### src/design/bnd_pkg.sv
package bnd_pkg;

   localparam int START_W = 32;
   localparam int LEN_W   = 32;
   localparam int END_W   = 33;
   localparam int DEPTH_W = 6;
   localparam logic [DEPTH_W-1:0] DEPTH_MAX = 6'd63;

   // classified word passed from front to back
   typedef struct packed {
      logic [START_W-1:0] bracket_start;
      logic [END_W-1:0]   end_pos;
      logic               span_valid;
      logic [DEPTH_W-1:0] previous_depth;
      logic               previous_invalid;
      logic               last_of_pass;
   } item_type;

   typedef struct packed {
      logic [DEPTH_W-1:0] nesting_depth;
      logic               depth_invalid;
      logic               depth_changed;
      logic               stack_overflow;
   } result_type;

endpackage

### src/design/bnd_if.sv
interface bnd_req_if;
   logic                         valid;
   logic                         ready;
   logic [bnd_pkg::START_W-1:0]  bracket_start;
   logic [bnd_pkg::LEN_W-1:0]    span_length;
   logic                         span_valid;
   logic [bnd_pkg::DEPTH_W-1:0]  previous_depth;
   logic                         previous_invalid;
   logic                         last_of_pass;

   modport source (output valid, bracket_start, span_length, span_valid, previous_depth,
                   previous_invalid, last_of_pass, input ready);
   modport sink (input valid, bracket_start, span_length, span_valid, previous_depth,
                 previous_invalid, last_of_pass, output ready);
endinterface

interface bnd_rsp_if;
   logic                         valid;
   logic                         ready;
   logic [bnd_pkg::DEPTH_W-1:0]  nesting_depth;
   logic                         depth_invalid;
   logic                         depth_changed;
   logic                         stack_overflow;

   modport source (output valid, nesting_depth, depth_invalid, depth_changed,
                   stack_overflow, input ready);
   modport sink (input valid, nesting_depth, depth_invalid, depth_changed,
                 stack_overflow, output ready);
endinterface

### src/design/bnd_ram.sv
module bnd_ram #(
   parameter int WIDTH = 33,
   parameter int DEPTH = 64
) (
   input  logic                     clock,
   input  logic                     wr_en,
   input  logic [$clog2(DEPTH)-1:0] wr_addr,
   input  logic [WIDTH-1:0]         wr_data,
   input  logic                     rd_en,
   input  logic [$clog2(DEPTH)-1:0] rd_addr,
   output logic [WIDTH-1:0]         rd_data
);
   logic [WIDTH-1:0] mem_ff [DEPTH];
   logic [WIDTH-1:0] rd_data_ff;

   always_ff @(posedge clock) begin
      if (wr_en) begin
         mem_ff[wr_addr] <= wr_data;
      end
      if (rd_en) begin
         rd_data_ff <= mem_ff[rd_addr];
      end
   end

   assign rd_data = rd_data_ff;
endmodule

### src/design/bnd_front.sv
module bnd_front (
   input  logic              clock,
   input  logic              reset,
   bnd_req_if.sink           req_chan,
   output logic              out_valid,
   output bnd_pkg::item_type out_item,
   input  logic              out_ready
);
   logic              hold_valid_ff, hold_valid_in;
   bnd_pkg::item_type hold_ff, hold_in;
   logic              take;

   assign req_chan.ready = !hold_valid_ff || out_ready;
   assign take = req_chan.valid && req_chan.ready;

   always_comb begin
      hold_valid_in = hold_valid_ff;
      hold_in = hold_ff;
      if (take) begin
         hold_valid_in = 1'b1;
         hold_in.bracket_start = req_chan.bracket_start;
         // end position, 33 bits so it never wraps
         hold_in.end_pos = {1'b0, req_chan.bracket_start} + {1'b0, req_chan.span_length};
         hold_in.span_valid = req_chan.span_valid;
         hold_in.previous_depth = req_chan.previous_depth;
         hold_in.previous_invalid = req_chan.previous_invalid;
         hold_in.last_of_pass = req_chan.last_of_pass;
      end else if (out_ready) begin
         hold_valid_in = 1'b0;
      end
   end

   always_ff @(posedge clock) begin
      if (reset) begin
         hold_valid_ff <= 1'b0;
      end else begin
         hold_valid_ff <= hold_valid_in;
      end
      hold_ff <= hold_in;
   end

   assign out_valid = hold_valid_ff;
   assign out_item = hold_ff;
endmodule

### src/design/bnd_queue.sv
module bnd_queue (
   input  logic              clock,
   input  logic              reset,
   input  logic              in_valid,
   input  bnd_pkg::item_type in_item,
   output logic              in_ready,
   output logic              out_valid,
   output bnd_pkg::item_type out_item,
   input  logic              out_ready
);
   localparam int SLOTS = 2;

   bnd_pkg::item_type slot_ff [SLOTS];
   logic              wr_ptr_ff, wr_ptr_in;
   logic              rd_ptr_ff, rd_ptr_in;
   logic [1:0]        fill_ff, fill_in;
   logic              push, pop;

   assign in_ready = fill_ff != 2'(SLOTS);
   assign out_valid = fill_ff != 2'd0;
   assign out_item = slot_ff[rd_ptr_ff];
   assign push = in_valid && in_ready;
   assign pop = out_valid && out_ready;

   always_comb begin
      wr_ptr_in = push ? !wr_ptr_ff : wr_ptr_ff;
      rd_ptr_in = pop ? !rd_ptr_ff : rd_ptr_ff;
      fill_in = fill_ff + 2'(push) - 2'(pop);
   end

   always_ff @(posedge clock) begin
      if (reset) begin
         wr_ptr_ff <= 1'b0;
         rd_ptr_ff <= 1'b0;
         fill_ff <= 2'd0;
      end else begin
         wr_ptr_ff <= wr_ptr_in;
         rd_ptr_ff <= rd_ptr_in;
         fill_ff <= fill_in;
      end
      if (push) begin
         slot_ff[wr_ptr_ff] <= in_item;
      end
   end
endmodule

### src/design/bnd_back.sv
module bnd_back #(
   parameter int STACK_DEPTH = 64
) (
   input  logic                clock,
   input  logic                reset,
   input  logic                in_valid,
   input  bnd_pkg::item_type   in_item,
   output logic                in_ready,
   output logic                rsp_valid,
   output bnd_pkg::result_type rsp_data,
   input  logic                rsp_ready
);
   localparam int CW = $clog2(STACK_DEPTH + 1);
   localparam int IW = $clog2(STACK_DEPTH);
   localparam int XW = (CW > bnd_pkg::DEPTH_W) ? CW : bnd_pkg::DEPTH_W;

   localparam logic ST_EXEC = 1'b0;
   localparam logic ST_LOAD = 1'b1;

   logic                  state_ff, state_in;
   logic [CW-1:0]         count_ff, count_in;
   logic [bnd_pkg::END_W-1:0] top_ff, top_in;
   logic                  out_valid_ff, out_valid_in;
   bnd_pkg::result_type   out_ff, out_in;

   logic                  out_free, full, need_pop;
   logic [CW-1:0]         cnt_m1, cnt_m2, raw_depth;
   logic [XW-1:0]         raw_x;
   logic [bnd_pkg::DEPTH_W-1:0] depth;
   logic                  wr_en, rd_en;
   logic [bnd_pkg::END_W-1:0] rd_data;

   assign out_free = !out_valid_ff || rsp_ready;
   assign full = count_ff == CW'(STACK_DEPTH);
   assign cnt_m1 = count_ff - CW'(1);
   assign cnt_m2 = count_ff - CW'(2);
   assign need_pop = (count_ff != '0) && (top_ff < {1'b0, in_item.bracket_start});

   // depth after the push: count - 1 on a dropped push, else old count
   assign raw_depth = full ? cnt_m1 : count_ff;
   assign raw_x = XW'(raw_depth);
   assign depth = (raw_x > XW'(bnd_pkg::DEPTH_MAX)) ? bnd_pkg::DEPTH_MAX
                                                   : raw_x[bnd_pkg::DEPTH_W-1:0];

   always_comb begin
      state_in = state_ff;
      count_in = count_ff;
      top_in = top_ff;
      out_valid_in = out_valid_ff && !rsp_ready;
      out_in = out_ff;
      in_ready = 1'b0;
      wr_en = 1'b0;
      rd_en = 1'b0;
      case (state_ff)
         ST_EXEC: begin
            if (in_valid) begin
               if (!in_item.span_valid) begin
                  if (out_free) begin
                     in_ready = 1'b1;
                     out_valid_in = 1'b1;
                     out_in = '{nesting_depth: '0, depth_invalid: 1'b1,
                                depth_changed: 1'b0, stack_overflow: 1'b0};
                     if (in_item.last_of_pass) begin
                        count_in = '0;
                     end
                  end
               end else if (need_pop) begin
                  count_in = cnt_m1;
                  if (count_ff > CW'(1)) begin
                     rd_en = 1'b1;
                     state_in = ST_LOAD;
                  end
               end else if (out_free) begin
                  in_ready = 1'b1;
                  out_valid_in = 1'b1;
                  out_in.nesting_depth = depth;
                  out_in.depth_invalid = 1'b0;
                  out_in.depth_changed = in_item.previous_invalid
                                         || (depth != in_item.previous_depth);
                  out_in.stack_overflow = full;
                  if (!full) begin
                     // old top drops into the RAM, new end becomes the top
                     wr_en = count_ff != '0;
                     top_in = in_item.end_pos;
                     count_in = count_ff + CW'(1);
                  end
                  if (in_item.last_of_pass) begin
                     count_in = '0;
                  end
               end
            end
         end
         ST_LOAD: begin
            top_in = rd_data;
            state_in = ST_EXEC;
         end
         default: begin
            state_in = ST_EXEC;
         end
      endcase
   end

   bnd_ram #(
      .WIDTH (bnd_pkg::END_W),
      .DEPTH (STACK_DEPTH)
   ) u_stack (
      .clock   (clock),
      .wr_en   (wr_en),
      .wr_addr (cnt_m1[IW-1:0]),
      .wr_data (top_ff),
      .rd_en   (rd_en),
      .rd_addr (cnt_m2[IW-1:0]),
      .rd_data (rd_data)
   );

   always_ff @(posedge clock) begin
      if (reset) begin
         state_ff <= ST_EXEC;
         count_ff <= '0;
         out_valid_ff <= 1'b0;
      end else begin
         state_ff <= state_in;
         count_ff <= count_in;
         out_valid_ff <= out_valid_in;
      end
      top_ff <= top_in;
      out_ff <= out_in;
   end

   assign rsp_valid = out_valid_ff;
   assign rsp_data = out_ff;
endmodule

### src/design/bracket_nesting_depth.sv
// An accepted req word is registered in the front, passes the queue and is registered again
// in the back output register, after any pops it causes. The back end takes 1 word per cycle
// with no pops and no rsp stall; a pop decrements and reads the RAM, then loads the registered
// read data as new top, or only decrements if it empties the stack. Each entry pops at most once.
// Reset (synchronous, active high) empties the stack count, queue and output register;
// stack RAM contents are not cleared, since only entries below the count are ever read.
module bracket_nesting_depth #(
   parameter int STACK_DEPTH = 64
) (
   input  logic     clock,
   input  logic     reset,
   bnd_req_if.sink  req_chan,
   bnd_rsp_if.source rsp_chan
);
   // front: registers the req word and forms the 33-bit end position
   logic              fr_valid, fr_ready;
   bnd_pkg::item_type fr_item;

   // queue head seen by the back end
   logic              q_valid, q_ready;
   bnd_pkg::item_type q_item;

   bnd_pkg::result_type result;

   bnd_front u_front (
      .clock     (clock),
      .reset     (reset),
      .req_chan  (req_chan),
      .out_valid (fr_valid),
      .out_item  (fr_item),
      .out_ready (fr_ready)
   );

   // two-word decoupling queue: the front keeps taking words while the back pops the stack
   bnd_queue u_queue (
      .clock     (clock),
      .reset     (reset),
      .in_valid  (fr_valid),
      .in_item   (fr_item),
      .in_ready  (fr_ready),
      .out_valid (q_valid),
      .out_item  (q_item),
      .out_ready (q_ready)
   );

   // back: stack of end positions, cached top register plus RAM for the rest,
   // result held in an output register that frees up as rsp takes it
   bnd_back #(
      .STACK_DEPTH (STACK_DEPTH)
   ) u_back (
      .clock     (clock),
      .reset     (reset),
      .in_valid  (q_valid),
      .in_item   (q_item),
      .in_ready  (q_ready),
      .rsp_valid (rsp_chan.valid),
      .rsp_data  (result),
      .rsp_ready (rsp_chan.ready)
   );

   assign rsp_chan.nesting_depth = result.nesting_depth;
   assign rsp_chan.depth_invalid = result.depth_invalid;
   assign rsp_chan.depth_changed = result.depth_changed;
   assign rsp_chan.stack_overflow = result.stack_overflow;
endmodule

### src/flat_wrapper.sv
// flat-port wrapper written by rule: the top's interface ports become plain ports
module bracket_nesting_depth_flat 
#(
   parameter int STACK_DEPTH = 64
)
  (clock, reset, req_chan_valid, req_chan_bracket_start, req_chan_span_length, req_chan_span_valid, req_chan_previous_depth, req_chan_previous_invalid, req_chan_last_of_pass, req_chan_ready, rsp_chan_valid, rsp_chan_nesting_depth, rsp_chan_depth_invalid, rsp_chan_depth_changed, rsp_chan_stack_overflow, rsp_chan_ready);
  bnd_req_if req_chan_i ();
  bnd_rsp_if rsp_chan_i ();
  input  logic clock;
  input  logic reset;
  input wire logic [$bits(req_chan_i.valid)-1:0] req_chan_valid;
  input wire logic [$bits(req_chan_i.bracket_start)-1:0] req_chan_bracket_start;
  input wire logic [$bits(req_chan_i.span_length)-1:0] req_chan_span_length;
  input wire logic [$bits(req_chan_i.span_valid)-1:0] req_chan_span_valid;
  input wire logic [$bits(req_chan_i.previous_depth)-1:0] req_chan_previous_depth;
  input wire logic [$bits(req_chan_i.previous_invalid)-1:0] req_chan_previous_invalid;
  input wire logic [$bits(req_chan_i.last_of_pass)-1:0] req_chan_last_of_pass;
  output wire logic [$bits(req_chan_i.ready)-1:0] req_chan_ready;
  output wire logic [$bits(rsp_chan_i.valid)-1:0] rsp_chan_valid;
  output wire logic [$bits(rsp_chan_i.nesting_depth)-1:0] rsp_chan_nesting_depth;
  output wire logic [$bits(rsp_chan_i.depth_invalid)-1:0] rsp_chan_depth_invalid;
  output wire logic [$bits(rsp_chan_i.depth_changed)-1:0] rsp_chan_depth_changed;
  output wire logic [$bits(rsp_chan_i.stack_overflow)-1:0] rsp_chan_stack_overflow;
  input wire logic [$bits(rsp_chan_i.ready)-1:0] rsp_chan_ready;
  assign req_chan_i.valid = req_chan_valid;
  assign req_chan_i.bracket_start = req_chan_bracket_start;
  assign req_chan_i.span_length = req_chan_span_length;
  assign req_chan_i.span_valid = req_chan_span_valid;
  assign req_chan_i.previous_depth = req_chan_previous_depth;
  assign req_chan_i.previous_invalid = req_chan_previous_invalid;
  assign req_chan_i.last_of_pass = req_chan_last_of_pass;
  assign req_chan_ready = req_chan_i.ready;
  assign rsp_chan_valid = rsp_chan_i.valid;
  assign rsp_chan_nesting_depth = rsp_chan_i.nesting_depth;
  assign rsp_chan_depth_invalid = rsp_chan_i.depth_invalid;
  assign rsp_chan_depth_changed = rsp_chan_i.depth_changed;
  assign rsp_chan_stack_overflow = rsp_chan_i.stack_overflow;
  assign rsp_chan_i.ready = rsp_chan_ready;
  bracket_nesting_depth #(.STACK_DEPTH(STACK_DEPTH)) u_core (.clock(clock), .reset(reset), .req_chan(req_chan_i), .rsp_chan(rsp_chan_i));
endmodule
### config.mk
export PLATFORM = sky130hd
export DESIGN_NAME = bracket_nesting_depth_flat
export DESIGN_NICKNAME = d
export VERILOG_FILES = /design/src/design/bnd_pkg.sv /design/src/design/bnd_if.sv /design/src/design/bnd_ram.sv /design/src/design/bnd_front.sv /design/src/design/bnd_queue.sv /design/src/design/bnd_back.sv /design/src/design/bracket_nesting_depth.sv /design/src/flat_wrapper.sv
export SDC_FILE = /design/constraint.sdc
export NUM_CORES = 2
export LEC_CHECK = 0
export BUFFER_PORTS_ARGS = -buffer_cell sky130_fd_sc_hd__buf_2
export CORE_MARGIN = 1
export CORE_UTILIZATION = 55
export CTS_CLUSTER_DIAMETER = 150
export DETAILED_ROUTE_END_ITERATION = 8
export GPL_ROUTABILITY_DRIVEN = 0
export PLACE_DENSITY = 0.75
export SYNTH_ARGS = -nofsm -noshare
export SYNTH_HDL_FRONTEND = slang
export SYNTH_HIERARCHICAL = 1
export SYNTH_SLANG_ARGS = --single-unit
### constraint.sdc
create_clock -name clock -period 6.2 [get_ports clock]
set_clock_uncertainty 0.05 [all_clocks]
set_input_delay 0.93 -clock clock [delete_from_list [all_inputs] [get_ports clock]]
set_output_delay 0.93 -clock clock [all_outputs]
set_load 0.01 [all_outputs]
# Word level (Yosys, flattened, before mapping)
# Memory sizes are Yosys's and may differ from the RTL's. A register that Yosys moved wholly into a read port is not among the register bits.
# Index checks and enable logic that the tools add are counted.
# word_totals
regBits,130
ramBits,2260
input_bits,77
output_inout_bits,11
memories,2
# mem_list
memory,words,word_bits,rd,rd_ports_with_merged_regs,wr,line_no,rtl
u_core.u_back.u_stack.mem_ff,64,33,1,1,1,bnd_ram.sv:13,logic [WIDTH-1:0] mem_ff [DEPTH];
u_core.u_queue.slot_ff,2,74,1,1,1,bnd_queue.sv:13,bnd_pkg::item_type slot_ff [SLOTS];
# op_classes
add_sub_neg,6
magnitude_cmp,3
n_eq_ne,10
mux,49
bitwise,1
reduce_logical,22
# op_table
op,n
two-way mux 33 bit,5
one-hot mux 33 bit (2 select lines),1
two-way mux 7 bit,8
two-way mux 9 bit,4
adder 32 x 32 -> 33 bit,1
less-than comparator 33 x 32 -> 1 bit,1
two-way mux 1 bit,29
"inequality test 2 bit, second input constant",6
AND reduction 5 bit,2
nonzero test 2 bit,5
"adder 7 x 1 -> 7 bit, second input constant",1
"equality test 7 bit, second input constant",1
"> comparator 7 x 1 -> 1 bit, second input constant",1
"> comparator 7 x 6 -> 1 bit, second input constant",1
nonzero test 7 bit,1
"subtractor 7 x 1 -> 7 bit, second input constant",1
two-way mux 6 bit,1
inequality test 6 bit,1
AND reduction 6 bit,1
"subtractor 6 x 2 -> 6 bit, second input constant",1
logical AND 1 bit,5
logical NOT 1 bit,5
logical OR 1 bit,3
"inequality test 3 x 1 -> 1 bit, second input constant",1
5 further kinds,5

# Logic depth before layout (Yosys ltp)
# logic_depth
depth_word,10
depth_mapped,17

# Hierarchy
# Netlist, hierarchy kept.
# modules_own_cells
module,n_inst,cells_each,area_per_inst_um2,seq_area_each_um2
bnd_ram,1,3598,81523.2,64411.8
bnd_queue,1,259,5624.1,4544.4
bnd_front,1,351,4190.3,2242.2
bnd_back,1,339,3603.5,1441.4

# Worst setup path after synthesis
# No wires, ideal clock.
# synth_path
path_kind,register to register
start,reg u_core/u_back/top_ff[12] (netlist bit)
end,mem u_core.u_back.u_stack.mem_ff[48][0] (enable)
arrival_ps,5479
path_slack_ps,206
path_stages_with_launch,11
path_cell_list,edfxtp_1 -> ha_1 -> nand4_1 -> a2111oi_2 -> a211oi_1 -> o211ai_4 -> a21oi_2 -> nor4b_1 -> nor2b_1 -> nand4b_1 -> nor3_1
# synth_between
elab_chain_len,8
# synth_lines
element,line_no,rtl
start: declaration,bnd_back.sv:22,"logic [bnd_pkg::END_W-1:0] top_ff, top_in;"
start signal: assignment,bnd_back.sv:126,top_ff <= top_in;
less-than comparator 33 x 32 -> 1 bit,bnd_back.sv:37,"assign need_pop = (count_ff != '0) && (top_ff < {1'b0, in_item.bracket_start});"
logical AND 1 bit,bnd_back.sv:37,
two-way mux 1 bit,bnd_back.sv:67,end else if (need_pop) begin
two-way mux 1 bit,bnd_back.sv:57,if (!in_item.span_valid) begin
two-way mux 1 bit,bnd_back.sv:56,if (in_valid) begin
two-way mux 1 bit,bnd_back.sv:54,case (state_ff)
named net u_core.u_back.wr_en,bnd_back.sv:30,"logic wr_en, rd_en;"
two-way mux 1 bit,bnd_ram.sv:17,if (wr_en) begin
two-way mux 1 bit (implied by the code),bnd_ram.sv:18,mem_ff[wr_addr] <= wr_data;
end: declaration,bnd_ram.sv:13,
# The timed path passes the listed nets, and every way through them passes these cells.

==> run summary <==
- register — Critical Path Source Type
- 11.5% — area growth from synthesis to layout
- 417 um — Die Ht
- 0.333 mV — IR Drop Worst-Case VDD
- 0 — total DRC errors in the routed layout
- 0 — share of flip-flops with an asynchronous set or reset after synthesis
- 0.434 — GR Util met2
- 33.1 nW — total leakage power
- 304 mW/mm^2 — power per unit of standard cell area
- register — endpoint kind of the worst setup timing path
- 8381 — number of DRC violations after detailed-routing iteration 0
- u_core/u_back/u_stack/mem_ff[58][4]$_DFFE_PP_ — endpoint of the worst register-to-register path
- 20.9 um^2 — mean area per synthesized cell
- 0.06 ns — clock-pin transition on the worst setup and hold timing paths
- 0 — Antenna Nets Post-Route
- 91 — maximum number of pins on one net before global-route repair
- 15 — FF-to-FF path depth
- 2424 — TritonCTS sink count
- 7302 — Final Instance Count excl. Fillers
- 244000 um — total wire length
- 6.69 ns — required time at the worst-slack endpoint
- 0.0491 — max_slew headroom
- 0.387 — met1 GRT Util
- 47400 — via count of the first global-routing pass
- 221 — clock buffers created by TritonCTS
- 33.4 um — routed length per instance
- 152 — Core Rows
- 0.968 ns — worst setup slack after placement
- 0.246 — proportion of layout cells with a drive suffix above 1
- 6 — warnings from Yosys
- sky130_fd_sc_hd__clkbuf_16 — CTS root buf
- 0.931 ns — final critical-path setup slack
- 5.27 ns — fin crit period
- 5.76 ns — arrival time reported for the critical path endpoint
- 0 — Max-cap violations
- completed — status
- 2424 — synthesis-stage register bit count
- u_core/u_back/u_stack/mem_ff[58][4]$_DFFE_PP_ — last element of the critical path
- sky130_fd_sc_hd__edfxtp_1 — dominant register cell in the synthesized netlist
- 345000 um — wire length of the first global-routing pass
- 0 — global route total overflow
- 0.553 — starting utilization of the core area
- 0.219 ns — hold slack
- 0 — number of hold buffers added after cts
- 88 — number of ports placed on the die boundary
- 4950 — nets
- 0 — number of gates given a new drive strength after cts
- 0 — postcts setup bufs
- 0.93 ns — R2R setup slack
- 6 — detailed-router iteration count before antenna repair
- 0.172 mm^2 — standard cell core area
- 0.0949 mm^2 — Post-Syn Area
- 0 — Fin. Hold Viols
- met2 — most heavily used metal layer in global routing
- built — CTS tree
- 0.850 — period utilisation layout
- reg -> reg — CP Class
- 0 ns — Total Neg Setup Slack
- 190 MHz — FMAX
- 0.617 — final core area utilization
- 4547 — instance count of the mapped netlist
- 0.765 — register area share after synthesis
- false — unrepaired setup endpoints after global routing
- 3 — clk buf depth
- 1.42 ns — actual transition at the worst max-transition pin
- 0.281 — GRT Util Overall
- 417 um — chip width
- 0.85 ns — clock latency at the later pin of the worst-skew pair
- 4696 — syn_nets
- 0.0667 — fraction of met3 tracks used by global routing
- 0 — final slew viol count
- 0 — Final setup viols
- 0.174 mm^2 — Die Outline Area
- 143000 um — placed wire-length estimate after detailed placement
- 4 — CTS H-tree lvls
- 48700 — vias after detailed routing
- 2409 — count of flip-flops with a built-in enable after synthesis
- 96 — number of different library cells in the post-synthesis netlist
- 87 — port bufs
- 11 — antenna violations before repair
- in -> reg — class of the most critical hold timing path
- 31 — worst-path fanout max
- 6888 — number of cells in the design after placement
- 6.67 — mean number of vias per cell
[flip-flops by register name (all words and copies together) (netlist names), named ones only]
register                       cells
u_core/u_back/state_ff             1
u_core/u_back/rsp_data             9
u_core/u_back/u_stack/mem_ff    2112
u_core/u_back/rsp_valid            1
u_core/u_queue/rd_ptr_ff           1
u_core/u_queue/slot_ff           148
u_core/u_front/out_item           74
u_core/u_back/top_ff              33
u_core/u_back/count_ff             7
u_core/u_back/u_stack/rd_data     33
u_core/u_queue/wr_ptr_ff           1
u_core/u_queue/fill_ff             2
u_core/u_front/out_valid           1
[worst max-delay path, cell delays in order, from the launching register on]
cell and delay [ns]:
sky130_fd_sc_hd__dfxtp_4 0.64, sky130_fd_sc_hd__buf_4 0.32, sky130_fd_sc_hd__mux2_1 0.34, sky130_fd_sc_hd__inv_1 0.07, sky130_fd_sc_hd__ha_1 0.17, sky130_fd_sc_hd__nand4_1 0.16
sky130_fd_sc_hd__a2111oi_2 0.32, sky130_fd_sc_hd__a211oi_1 0.17, sky130_fd_sc_hd__o211ai_4 0.17, sky130_fd_sc_hd__a21oi_2 0.17, sky130_fd_sc_hd__nor4b_1 0.32, sky130_fd_sc_hd__buf_4 0.23
sky130_fd_sc_hd__nor2b_1 0.27, sky130_fd_sc_hd__nand2_1 0.49, sky130_fd_sc_hd__nor2_4 0.68, sky130_fd_sc_hd__buf_4 0.37
[power by group]
part	switching, W	leakage, nW	internal (W)
Sequential	0.0000609	21.9	0.0181
Clock	0.00580	3.36	0.00719
Combinational	0.000719	7.90	0.000322
[synthesized netlist by cell type (all sizes together), types with 5 or more instances]
cell type,n,share of area
a21oi,81,0.0045
inv,59,0.0023
a211oi,46,0.0043
xor2,18,0.0017
nor2,112,0.0045
nand3,107,0.0056
a31oi,10,0.00066
and3,29,0.0019
mux4,485,0.12
o221a,8,0.00095
a22oi,77,0.0061
nand2b,9,0.00059
dfxtp,15,0.0032
a221oi,10,0.0012
o32ai,6,0.00075
edfxtp,2409,0.76
a311oi,6,0.00062
or2,5,0.00033
o221ai,48,0.0045
and2,20,0.0013
mux2,113,0.013
mux2i,102,0.011
nor3,17,0.00095
o21ai,41,0.0022
xnor2,24,0.0022
nor2b,28,0.0018
nand2,140,0.0055
ha,71,0.0094
clkbuf,93,0.0037
a211o,11,0.0010
buf,139,0.011
nand4,48,0.0032
o22ai,62,0.0041
o211ai,15,0.0014
a21o,19,0.0015
[routing by layer]
| metal | part of all wire | vias to the layer above |
|---|---|---|
| li1 | - | 19500 |
| met1 | 0.36 | 25100 |
| met2 | 0.47 | 3478 |
| met3 | 0.13 | 569 |
| met4 | 0.050 | 6 |
| met5 | 0.00017 | - |
[kinds of logic after synthesis]
kind of cell,synth area share
xor gates and xnor gates,0.00387
DFF,0.765
adders and majority gates,0.00957
buffers and inverters,0.0167
and+or+nand+nor,0.0284
muxes,0.139
AOI/OAI and AO/OA,0.0371
[cell usage in the layout (no fill, tap or decap), types with 43 or more instances in the layout]
master                      synthesis  layout
sky130_fd_sc_hd__o22ai_1           62      62
sky130_fd_sc_hd__clkinv_2           0      49
sky130_fd_sc_hd__nand4_1           48      48
sky130_fd_sc_hd__ha_1              71      71
sky130_fd_sc_hd__clkbuf_16          0     227
sky130_fd_sc_hd__mux2i_1          102     102
sky130_fd_sc_hd__buf_2             62      87
sky130_fd_sc_hd__nor2_1           110      43
sky130_fd_sc_hd__a21oi_1           77      77
sky130_fd_sc_hd__a22oi_1           77      77
sky130_fd_sc_hd__buf_4             18     162
sky130_fd_sc_hd__clkbuf_1          93      50
sky130_fd_sc_hd__mux2_1            74      74
sky130_fd_sc_hd__clkinv_1           2      55
sky130_fd_sc_hd__nor2_4             0      64
sky130_fd_sc_hd__nand2_1          140     140
sky130_fd_sc_hd__o221ai_1          47      47
sky130_fd_sc_hd__nand3_1          107     107
sky130_fd_sc_hd__edfxtp_1        2409    2409
sky130_fd_sc_hd__inv_1             58      55
sky130_fd_sc_hd__mux4_2           485     485
[cell type report]
cell class / count / area [um^2]
antenna: 8 / 20.0
clock buffer: 279 / 5900
clock inverter: 127 / 933
fill: 11600 / 65700
inverter: 61 / 244
multi-input combinational: 1830 / 21300
sequential: 2424 / 72600
tap: 2310 / 2890
timing repair buffer: 263 / 1930
[worst min-delay path by stage]
stage                                          startpoint  cells after the start                                       to  slack (ns)
floorplan            u_core/u_front/out_item[0]$_DFFE_PP_                      0   u_core/u_queue/slot_ff[0][0]$_DFFE_PP_        0.37
CTS                                 req_chan_last_of_pass                      1     u_core/u_front/out_item[0]$_DFFE_PP_        0.17
global route                        req_chan_last_of_pass                      1     u_core/u_front/out_item[0]$_DFFE_PP_        0.19
global placement    u_core/u_front/out_item[68]$_DFFE_PP_                      0  u_core/u_queue/slot_ff[0][68]$_DFFE_PP_        0.37
detailed placement  u_core/u_front/out_item[68]$_DFFE_PP_                      0  u_core/u_queue/slot_ff[0][68]$_DFFE_PP_        0.39
finish                              req_chan_last_of_pass                      1     u_core/u_front/out_item[0]$_DFFE_PP_        0.22
[per-stage QoR]
step	power (W)	area [um^2]
2_1_floorplan	0.0192	94900
3_3_place_gp	0.0195	99000
3_5_place_dp	0.0196	99000
4_1_cts	0.0323	106000
5_1_grt	0.0330	106000
6_report	0.0322	106000
Note: power is estimated with default switching activity, not from simulation.
